### config.mk
export PLATFORM = sky130hd
export DESIGN_NAME = preemptive_priority_scheduler_core
export DESIGN_NICKNAME = d
export VERILOG_FILES = /design/src/rtl/pps_pkg.sv /design/src/rtl/pps_ctrl.sv /design/src/rtl/pps_datapath.sv /design/src/rtl/preemptive_priority_scheduler_core.sv
export VERILOG_INCLUDE_DIRS = /design/src /design/src/rtl
export SDC_FILE = /design/constraint.sdc
export NUM_CORES = 2
export LEC_CHECK = 0
export ABC_AREA = 1
export BUFFER_PORTS_ARGS = -buffer_cell sky130_fd_sc_hd__buf_2
export CAP_MARGIN = 20
export CORE_MARGIN = 1.5
export CORE_UTILIZATION = 30
export CTS_BUF_LIST = sky130_fd_sc_hd__clkbuf_8
export DETAILED_ROUTE_END_ITERATION = 10
export PLACE_DENSITY = 0.56
export SLEW_MARGIN = 20
export SYNTH_ARGS = -nofsm -noshare
export SYNTH_HDL_FRONTEND = slang
export SYNTH_SLANG_ARGS = --single-unit
### constraint.sdc
create_clock -name clk -period 6.4 [get_ports clk]
set_clock_uncertainty 0.2 [all_clocks]
set_input_delay 0.32 -clock clk [delete_from_list [all_inputs] [get_ports clk]]
set_output_delay 0.32 -clock clk [all_outputs]
set_load 0.005 [all_outputs]
### src/rtl/preemptive_priority_scheduler_core_macros.svh
// assertion macros shared by the scheduler rtl
// no dependencies; each macro is empty when SYNTHESIS is defined
`ifndef PREEMPTIVE_PRIORITY_SCHEDULER_CORE_MACROS_SVH
`define PREEMPTIVE_PRIORITY_SCHEDULER_CORE_MACROS_SVH

`ifndef SYNTHESIS
`define PPS_ASSERT(label, clk, rst_n, prop) \
    label: assert property (@(posedge clk) disable iff (!rst_n) prop) \
        else $error("pps assertion failed");
`else
`define PPS_ASSERT(label, clk, rst_n, prop)
`endif

`ifndef SYNTHESIS
`define PPS_ASSERT_IMPL(label, clk, rst_n, ante, cons) \
    label: assert property (@(posedge clk) disable iff (!rst_n) (ante) |-> (cons)) \
        else $error("pps assertion failed");
`else
`define PPS_ASSERT_IMPL(label, clk, rst_n, ante, cons)
`endif

`ifndef SYNTHESIS
`define PPS_ASSERT_NEXT(label, clk, rst_n, ante, cons) \
    label: assert property (@(posedge clk) disable iff (!rst_n) (ante) |=> (cons)) \
        else $error("pps assertion failed");
`else
`define PPS_ASSERT_NEXT(label, clk, rst_n, ante, cons)
`endif

`endif

### src/rtl/pps_pkg.sv
// types, constants and state codes for the priority scheduler
// no dependencies; used by every module of the block
`timescale 1ns / 1ps

package pps_pkg;

    localparam int PROCESSES = 16;
    localparam int SLOT_W    = (PROCESSES > 1) ? $clog2(PROCESSES) : 1;
    localparam logic [15:0] TIME_MAX = 16'hFFFF;

    localparam logic OP_LOAD = 1'b0;
    localparam logic OP_TICK = 1'b1;

    typedef struct packed {
        logic        operation;
        logic [3:0]  slot;
        logic [11:0] arrival_time;
        logic [7:0]  burst_length;
        logic [7:0]  priority_level;
    } req_t;

    typedef struct packed {
        logic        ran_valid;
        logic [3:0]  ran_slot;
        logic [15:0] tick_start;
        logic        finished;
        logic [15:0] completion_time;
        logic [15:0] turnaround_time;
        logic [15:0] waiting_time;
        logic [15:0] response_time;
        logic        all_done;
    } rsp_t;

    typedef struct packed {
        logic [11:0] arrival;
        logic [7:0]  burst;
        logic [7:0]  prio;
        logic [7:0]  remaining;
        logic [15:0] first_start;
    } entry_t;

    typedef enum logic [1:0] {
        ST_IDLE,
        ST_SCAN,
        ST_COMMIT
    } state_t;

    typedef struct packed {
        logic scan_start;
        logic scan;
        logic commit;
    } dp_cmd_t;

    typedef struct packed {
        logic req_is_tick;
        logic scan_last;
        logic out_free;
    } dp_sts_t;

endpackage

### src/rtl/pps_ctrl.sv
// controller state machine: accepts a transfer, steps the slot scan, commits
// depends on pps_pkg and the assertion macro header
`timescale 1ns / 1ps
`include "preemptive_priority_scheduler_core_macros.svh"

module pps_ctrl (
    input  logic             clk,
    input  logic             rst_n,
    input  logic             req_valid,
    output logic             req_stall,
    output pps_pkg::dp_cmd_t cmd,
    input  pps_pkg::dp_sts_t sts
);
    import pps_pkg::*;

    state_t state_reg;
    state_t state_next;

    always_ff @(posedge clk or negedge rst_n)
    begin
        if (!rst_n)
        begin
            state_reg <= ST_IDLE;
        end
        else
        begin
            state_reg <= state_next;
        end
    end

    always_comb
    begin
        state_next = state_reg;
        unique case (state_reg)
            ST_IDLE:
            begin
                if (req_valid)
                begin
                    state_next = sts.req_is_tick ? ST_SCAN : ST_COMMIT;
                end
            end
            ST_SCAN:
            begin
                if (sts.scan_last)
                begin
                    state_next = ST_COMMIT;
                end
            end
            ST_COMMIT:
            begin
                if (sts.out_free)
                begin
                    state_next = ST_IDLE;
                end
            end
            default:
            begin
                state_next = ST_IDLE;
            end
        endcase
    end

    always_comb
    begin
        cmd       = '0;
        req_stall = 1'b1;
        unique case (state_reg)
            ST_IDLE:
            begin
                req_stall      = 1'b0;
                cmd.scan_start = req_valid;
            end
            ST_SCAN:
            begin
                cmd.scan = 1'b1;
            end
            ST_COMMIT:
            begin
                cmd.commit = sts.out_free;
            end
            default:
            begin
                req_stall = 1'b1;
            end
        endcase
    end

    `PPS_ASSERT_NEXT(a_accept_leaves_idle, clk, rst_n, cmd.scan_start, state_reg != ST_IDLE)
    `PPS_ASSERT_NEXT(a_scan_ends_in_commit, clk, rst_n, (state_reg == ST_SCAN) && sts.scan_last, state_reg == ST_COMMIT)
    `PPS_ASSERT_NEXT(a_commit_returns_idle, clk, rst_n, cmd.commit, state_reg == ST_IDLE)

endmodule

### src/rtl/pps_datapath.sv
// datapath: slot table, time counter, winner search registers, result register
// depends on pps_pkg and the assertion macro header
`timescale 1ns / 1ps
`include "preemptive_priority_scheduler_core_macros.svh"

module pps_datapath (
    input  logic             clk,
    input  logic             rst_n,
    input  pps_pkg::req_t    req,
    output logic             rsp_valid,
    input  logic             rsp_stall,
    output pps_pkg::rsp_t    rsp,
    input  pps_pkg::dp_cmd_t cmd,
    output pps_pkg::dp_sts_t sts
);
    import pps_pkg::*;

    entry_t                 entry_reg [PROCESSES];
    logic [PROCESSES-1:0]   active_reg, active_next;
    logic [PROCESSES-1:0]   done_reg, done_next;
    logic [15:0]            now_reg, now_next;
    req_t                   req_reg, req_next;
    logic [SLOT_W-1:0]      idx_reg, idx_next;
    logic                   found_reg, found_next;
    logic [SLOT_W-1:0]      best_slot_reg, best_slot_next;
    logic [7:0]             best_prio_reg, best_prio_next;
    logic [11:0]            best_arr_reg, best_arr_next;
    rsp_t                   rsp_reg, rsp_next;
    logic                   rsp_valid_reg, rsp_valid_next;

    logic                   wr_en;
    logic [SLOT_W-1:0]      wr_addr;
    entry_t                 entry_next;

    logic [SLOT_W-1:0]      rd_addr;
    entry_t                 rd_entry;
    logic                   eligible;
    logic                   better;
    logic [15:0]            now_inc;
    logic                   load_in_range;
    logic [SLOT_W-1:0]      load_addr;
    logic                   first_disp;
    logic [7:0]             rem_dec;
    logic                   fin;
    logic [15:0]            fs_eff;
    logic [15:0]            arr16;
    logic [15:0]            burst16;
    logic [15:0]            tat;
    logic [15:0]            wt;
    logic [15:0]            resp_t16;

    assign rd_addr  = cmd.scan ? idx_reg : best_slot_reg;
    assign rd_entry = entry_reg[rd_addr];

    assign eligible = active_reg[idx_reg] && !done_reg[idx_reg]
                      && ({4'b0000, rd_entry.arrival} <= now_reg);
    assign better   = !found_reg || (rd_entry.prio < best_prio_reg)
                      || ((rd_entry.prio == best_prio_reg) && (rd_entry.arrival < best_arr_reg));

    assign now_inc       = (now_reg == TIME_MAX) ? now_reg : now_reg + 16'd1;
    assign load_in_range = ({28'd0, req_reg.slot} < 32'(PROCESSES));
    assign load_addr     = SLOT_W'(req_reg.slot);

    assign first_disp = (rd_entry.remaining == rd_entry.burst);
    assign rem_dec    = rd_entry.remaining - 8'd1;
    assign fin        = (rem_dec == 8'd0);
    assign fs_eff     = first_disp ? now_reg : rd_entry.first_start;
    assign arr16      = {4'b0000, rd_entry.arrival};
    assign burst16    = {8'd0, rd_entry.burst};
    assign tat        = (now_inc >= arr16) ? now_inc - arr16 : 16'd0;
    assign wt         = (tat >= burst16) ? tat - burst16 : 16'd0;
    assign resp_t16   = (fs_eff >= arr16) ? fs_eff - arr16 : 16'd0;

    always_comb
    begin
        active_next    = active_reg;
        done_next      = done_reg;
        now_next       = now_reg;
        req_next       = req_reg;
        idx_next       = idx_reg;
        found_next     = found_reg;
        best_slot_next = best_slot_reg;
        best_prio_next = best_prio_reg;
        best_arr_next  = best_arr_reg;
        rsp_next       = rsp_reg;
        rsp_valid_next = rsp_valid_reg;
        wr_en          = 1'b0;
        wr_addr        = load_addr;
        entry_next     = rd_entry;

        if (rsp_valid_reg && !rsp_stall)
        begin
            rsp_valid_next = 1'b0;
        end

        if (cmd.scan_start)
        begin
            req_next   = req;
            idx_next   = '0;
            found_next = 1'b0;
        end

        if (cmd.scan)
        begin
            if (eligible && better)
            begin
                found_next     = 1'b1;
                best_slot_next = idx_reg;
                best_prio_next = rd_entry.prio;
                best_arr_next  = rd_entry.arrival;
            end
            idx_next = idx_reg + SLOT_W'(1);
        end

        if (cmd.commit)
        begin
            rsp_next            = '0;
            rsp_next.tick_start = now_reg;
            rsp_valid_next      = 1'b1;
            if (req_reg.operation == OP_LOAD)
            begin
                if (load_in_range)
                begin
                    wr_en                  = 1'b1;
                    wr_addr                = load_addr;
                    entry_next.arrival     = req_reg.arrival_time;
                    entry_next.burst       = req_reg.burst_length;
                    entry_next.prio        = req_reg.priority_level;
                    entry_next.remaining   = req_reg.burst_length;
                    entry_next.first_start = 16'd0;
                    active_next[load_addr] = (req_reg.burst_length != 8'd0);
                    done_next[load_addr]   = 1'b0;
                end
            end
            else
            begin
                now_next = now_inc;
                if (found_reg)
                begin
                    wr_en                  = 1'b1;
                    wr_addr                = best_slot_reg;
                    entry_next.remaining   = rem_dec;
                    entry_next.first_start = fs_eff;
                    rsp_next.ran_valid     = 1'b1;
                    rsp_next.ran_slot      = 4'(best_slot_reg);
                    if (fin)
                    begin
                        done_next[best_slot_reg] = 1'b1;
                        rsp_next.finished        = 1'b1;
                        rsp_next.completion_time = now_inc;
                        rsp_next.turnaround_time = tat;
                        rsp_next.waiting_time    = wt;
                        rsp_next.response_time   = resp_t16;
                    end
                end
            end
            rsp_next.all_done = &(done_next | ~active_next);
        end
    end

    always_ff @(posedge clk or negedge rst_n)
    begin
        if (!rst_n)
        begin
            active_reg    <= '0;
            done_reg      <= '0;
            now_reg       <= '0;
            idx_reg       <= '0;
            found_reg     <= 1'b0;
            rsp_valid_reg <= 1'b0;
        end
        else
        begin
            active_reg    <= active_next;
            done_reg      <= done_next;
            now_reg       <= now_next;
            idx_reg       <= idx_next;
            found_reg     <= found_next;
            rsp_valid_reg <= rsp_valid_next;
        end
    end

    always_ff @(posedge clk)
    begin
        req_reg       <= req_next;
        best_slot_reg <= best_slot_next;
        best_prio_reg <= best_prio_next;
        best_arr_reg  <= best_arr_next;
        rsp_reg       <= rsp_next;
        if (wr_en)
        begin
            entry_reg[wr_addr] <= entry_next;
        end
    end

    assign rsp_valid       = rsp_valid_reg;
    assign rsp             = rsp_reg;
    assign sts.req_is_tick = (req.operation == OP_TICK);
    assign sts.scan_last   = (idx_reg == SLOT_W'(PROCESSES - 1));
    assign sts.out_free    = !rsp_valid_reg || !rsp_stall;

    `PPS_ASSERT(a_time_never_falls, clk, rst_n, now_reg >= $past(now_reg))
    `PPS_ASSERT_IMPL(a_finish_needs_run, clk, rst_n, rsp_valid_reg && rsp_reg.finished, rsp_reg.ran_valid)
    `PPS_ASSERT_NEXT(a_commit_fills_output, clk, rst_n, cmd.commit, rsp_valid_reg)

endmodule

### src/rtl/preemptive_priority_scheduler_core.sv
// top level of the preemptive priority scheduler
// depends on pps_pkg, pps_ctrl and pps_datapath
`timescale 1ns / 1ps

// usage
// request channel: req_valid, req_stall, req (pps_pkg::req_t). operation load
// writes one process slot; operation tick runs the scheduler for one time unit.
// response channel: rsp_valid, rsp_stall, rsp (pps_pkg::rsp_t), one response
// transfer for every request transfer, in order.
// a tick walks the slot table one slot per clock to find the winner, then
// commits its result; a load goes straight to the commit. one request is
// in flight at a time: a new request is taken only once the last one has
// committed.
// the response sits in an output register: the next request is taken while
// it waits, and the commit of that request holds until the old response has
// left. a stalled response keeps its value.
// reset clears the time, the active and done marks and all control state;
// after reset no slot is active; the response register itself is not reset.

module preemptive_priority_scheduler_core (
    input  logic          clk,
    input  logic          rst_n,
    input  logic          req_valid,
    output logic          req_stall,
    input  pps_pkg::req_t req,
    output logic          rsp_valid,
    input  logic          rsp_stall,
    output pps_pkg::rsp_t rsp
);
    import pps_pkg::*;

    dp_cmd_t cmd;
    dp_sts_t sts;

    pps_ctrl u_ctrl (
        .clk       (clk),
        .rst_n     (rst_n),
        .req_valid (req_valid),
        .req_stall (req_stall),
        .cmd       (cmd),
        .sts       (sts)
    );

    pps_datapath u_datapath (
        .clk       (clk),
        .rst_n     (rst_n),
        .req       (req),
        .rsp_valid (rsp_valid),
        .rsp_stall (rsp_stall),
        .rsp       (rsp),
        .cmd       (cmd),
        .sts       (sts)
    );

endmodule
==> results.yml <==
synth:
  yosysTopAreaCell: "edfxtp_1"
  syn_avg_cell_area_um2: 11.7
  ys_types: 48
  synth_nets: 3907
  ys_seq_elements: 1032
  async_flop_share_pct: 5.43
  synthFlopType: "edfxtp_1"
  synthTopCellsByArea: "edfxtp_1 66%, o21ai_0 4.9%, nor2_1 4.3%"
  syn_area_um2: 44600
  synth_warnings: 0
  synth_top_area_share_pct: 65.8
  synth_edf_count: 976
  synthCells: 3800
  ys_seq_area_share_pct: 68.9
route:
  via_per_inst: 5.15
  totalWireLength_mm: 144
  drtIter0Drc: 3784
  met2_length_mm: 67.5
  routed-wl-met3_mm: 11.8
  drt.antenna.violating_nets: 0
  wl_per_cell_um: 22.9
  num_vias: 32400
  dr.pass1.iters: 8
  top_layer_used: "met5"
  drcViolationCount: 0
  met1_length_mm: 60.8
grt:
  antenna_found_initial: 5
  grt_max_degree: 101
  gr-total-overflow: 0
  first_global_vias: 30700
  grt_first_pass_wirelength_mm: 204
  grt_usage_pct: 18.2
power:
  p_sw_share_pct: 41.8
  p_sw_mw: 11.9
  p_int_mw: 16.6
  pwr_density_cell_nw_per_um2: 531
  p_leak_nw: 19.5
  sequentialPowerShare_pct: 33.8
  power_frac_comb_pct: 46.8
  power_frac_clock_pct: 19.3
  design_power_total_mw: 28.5
  ir_drop_v: 0.000342
status:
  status: "finished, final reports clean"
clock_network:
  htreeDepth: 4
  cts_made_buffers: 171
  cts_buffer_depth: 3
  cts-root-buf: "clkbuf_8"
  clk_latency_ps: 900
  cts.sinks: 1032
  cts.clk_slew.worst_paths_ps: 60
  tritoncts: "yes"
sta:
  fin_crit_sh_pct: 94.3
  relSlewSlack_pct: 28.3
  setup_ws_ps: 365
  drv_slew: 0
  rsz0062_at_grt: "true"
  hold_ws_ps: 103
  fmax_mhz: 166
  fin_crit_ps: 6030
  tightest_slew_ps: 1070
  finalHoldViolCount: 0
  fin_setup_tns_ps: 0
  finalSetupViolations: 0
setup_path:
  worstSetupPathType: "reg2reg"
  arrival_ps: 6530
  crit_slowest_cell: "fa_1"
  rr_startpoint: "u_ctrl.state_reg[1]"
  endpoint_kind: "flip-flop"
  cp_max_fo: 22
  crit_required_ps: 6900
  start_kind: "flip-flop"
  cp_common_cell: "buf_4"
  crit_path_start: "u_ctrl.state_reg[1]"
  slowest_delay_ps: 460
floorplanning:
  ios: 126
  die_h_um: 388
  die_area_um2: 151000
  rows: 141
  coreArea_um2: 148000
  start_util_pct: 30.2
  die_w_um: 388
min_path:
  min_from: "rsp_stall"
  hold_class: "in2reg"
placed_design:
  io_buffers: 125
  pre_cts_ws_ps: 52.1
  dp_hpwl_mm: 86.0
  dpl-instance-area_um2: 49100
  place_inst: 5882
  routabilityCongestion: 0.932
finish:
  fin_cells: 6290
  stdcell_area_um2: 53700
  fillers: 14400
  multiInputGateArea_um2: 12300
  layout-drive-gt1-share_pct: 15.8
  fin_util_pct: 36.3
  largest_reg_flops: 832
  num-nets-final: 4337
  syn2layout_area_growth_pct: 20.4
  mostFrequentLayoutCells: "976 x edfxtp_1, 482 x nand2_1, 477 x nor2_1, 433 x o21ai_0, 323 x inv_1"
  final_common_cell: "edfxtp_1"
  regArea_um2: 30700
job:
  cap_violations: 0
synth_stat cells (27+ instances only):
cell type,n
edfxtp_1,976
nor2_1,505
nand2_1,483
o21ai_0,437
inv_1,273
nand3_1,196
clkbuf_1,127
o211ai_1,112
a21oi_1,84
o221ai_1,74
o22ai_1,69
ha_1,67
buf_2,56
dfrtp_1,56
nand3b_1,39
xor2_1,30
o21ai_1,27
routing by layer:
layer | up-vias | global-route usage (%)
li1 | 14600 | -
met1 | 16100 | 24.6
met2 | 1400 | 29.3
met4 | 4 | 6.42
met3 | 266 | 3.24
met5 | - | 0
critical path, delay by kind of cell, from the launching register on:
kind	cells	cell delay, ps
buf+inv	8	1330
flops	1	400
compound gates	9	1380
fa+ha+maj	2	730
simple gates	14	1620
xor+xnor	1	160
layout make-up:
| cell class | instances | share of cell area, % |
|---|---|---|
| timing repair inverter | 2 | 0.0466 |
| multi-input combinational | 2279 | 22.9 |
| antenna | 1 | 0.00466 |
| tap | 1930 | 4.50 |
| clock buffer | 175 | 4.49 |
| inverter | 286 | 2.05 |
| clock inverter | 127 | 1.39 |
| timing repair buffer | 458 | 7.43 |
| sequential | 1032 | 57.2 |
power by group through the flow:
stage / registers (mW) / logic (mW) / clock network (mW)
floorplan: 9.74 / 7.11 / 0
global placement: 9.78 / 12.5 / 0
detailed placement: 9.78 / 12.5 / 0
CTS: 9.64 / 12.6 / 5.63
global route: 9.67 / 14.5 / 5.90
finish: 9.63 / 13.3 / 5.51
final timing paths:
kind	endpoint	slack, ps	depth (start not counted)
max	u_datapath.rsp[16]	370	34
min	u_datapath.rsp_valid	100	4
max reg2reg	u_datapath.rsp[16]	370	34
min reg2reg	u_datapath.rsp[72]	290	0
max in group asynchronous	u_datapath.now_reg[10]	4960	4
min in group asynchronous	u_datapath.done_reg[1]	490	4
cell families (layout without fill, tap and decap cells):
family	count (synthesis)	in the layout	share of synthesized area, %
AOI/OAI and AO/OA	869	869	11.6
DFF	1032	1032	68.9
xor gates and xnor gates	44	44	0.865
buffers and inverters	491	1048	4.44
other	0	1	0
and+or+nand+nor	1293	1295	12.1
muxes	1	1	0.0225
adders and majority gates	70	70	2.02
what timing repair did:
item | in CTS | in global routing
hold buffers | 70 | 0
setup endpoints to repair | 0 | 32
gates resized for setup | 0 | 41
buffers inserted | 0 | 16
endpoints found under the hold margin | 103 | 0
Power figures use the tool's default switching activity.
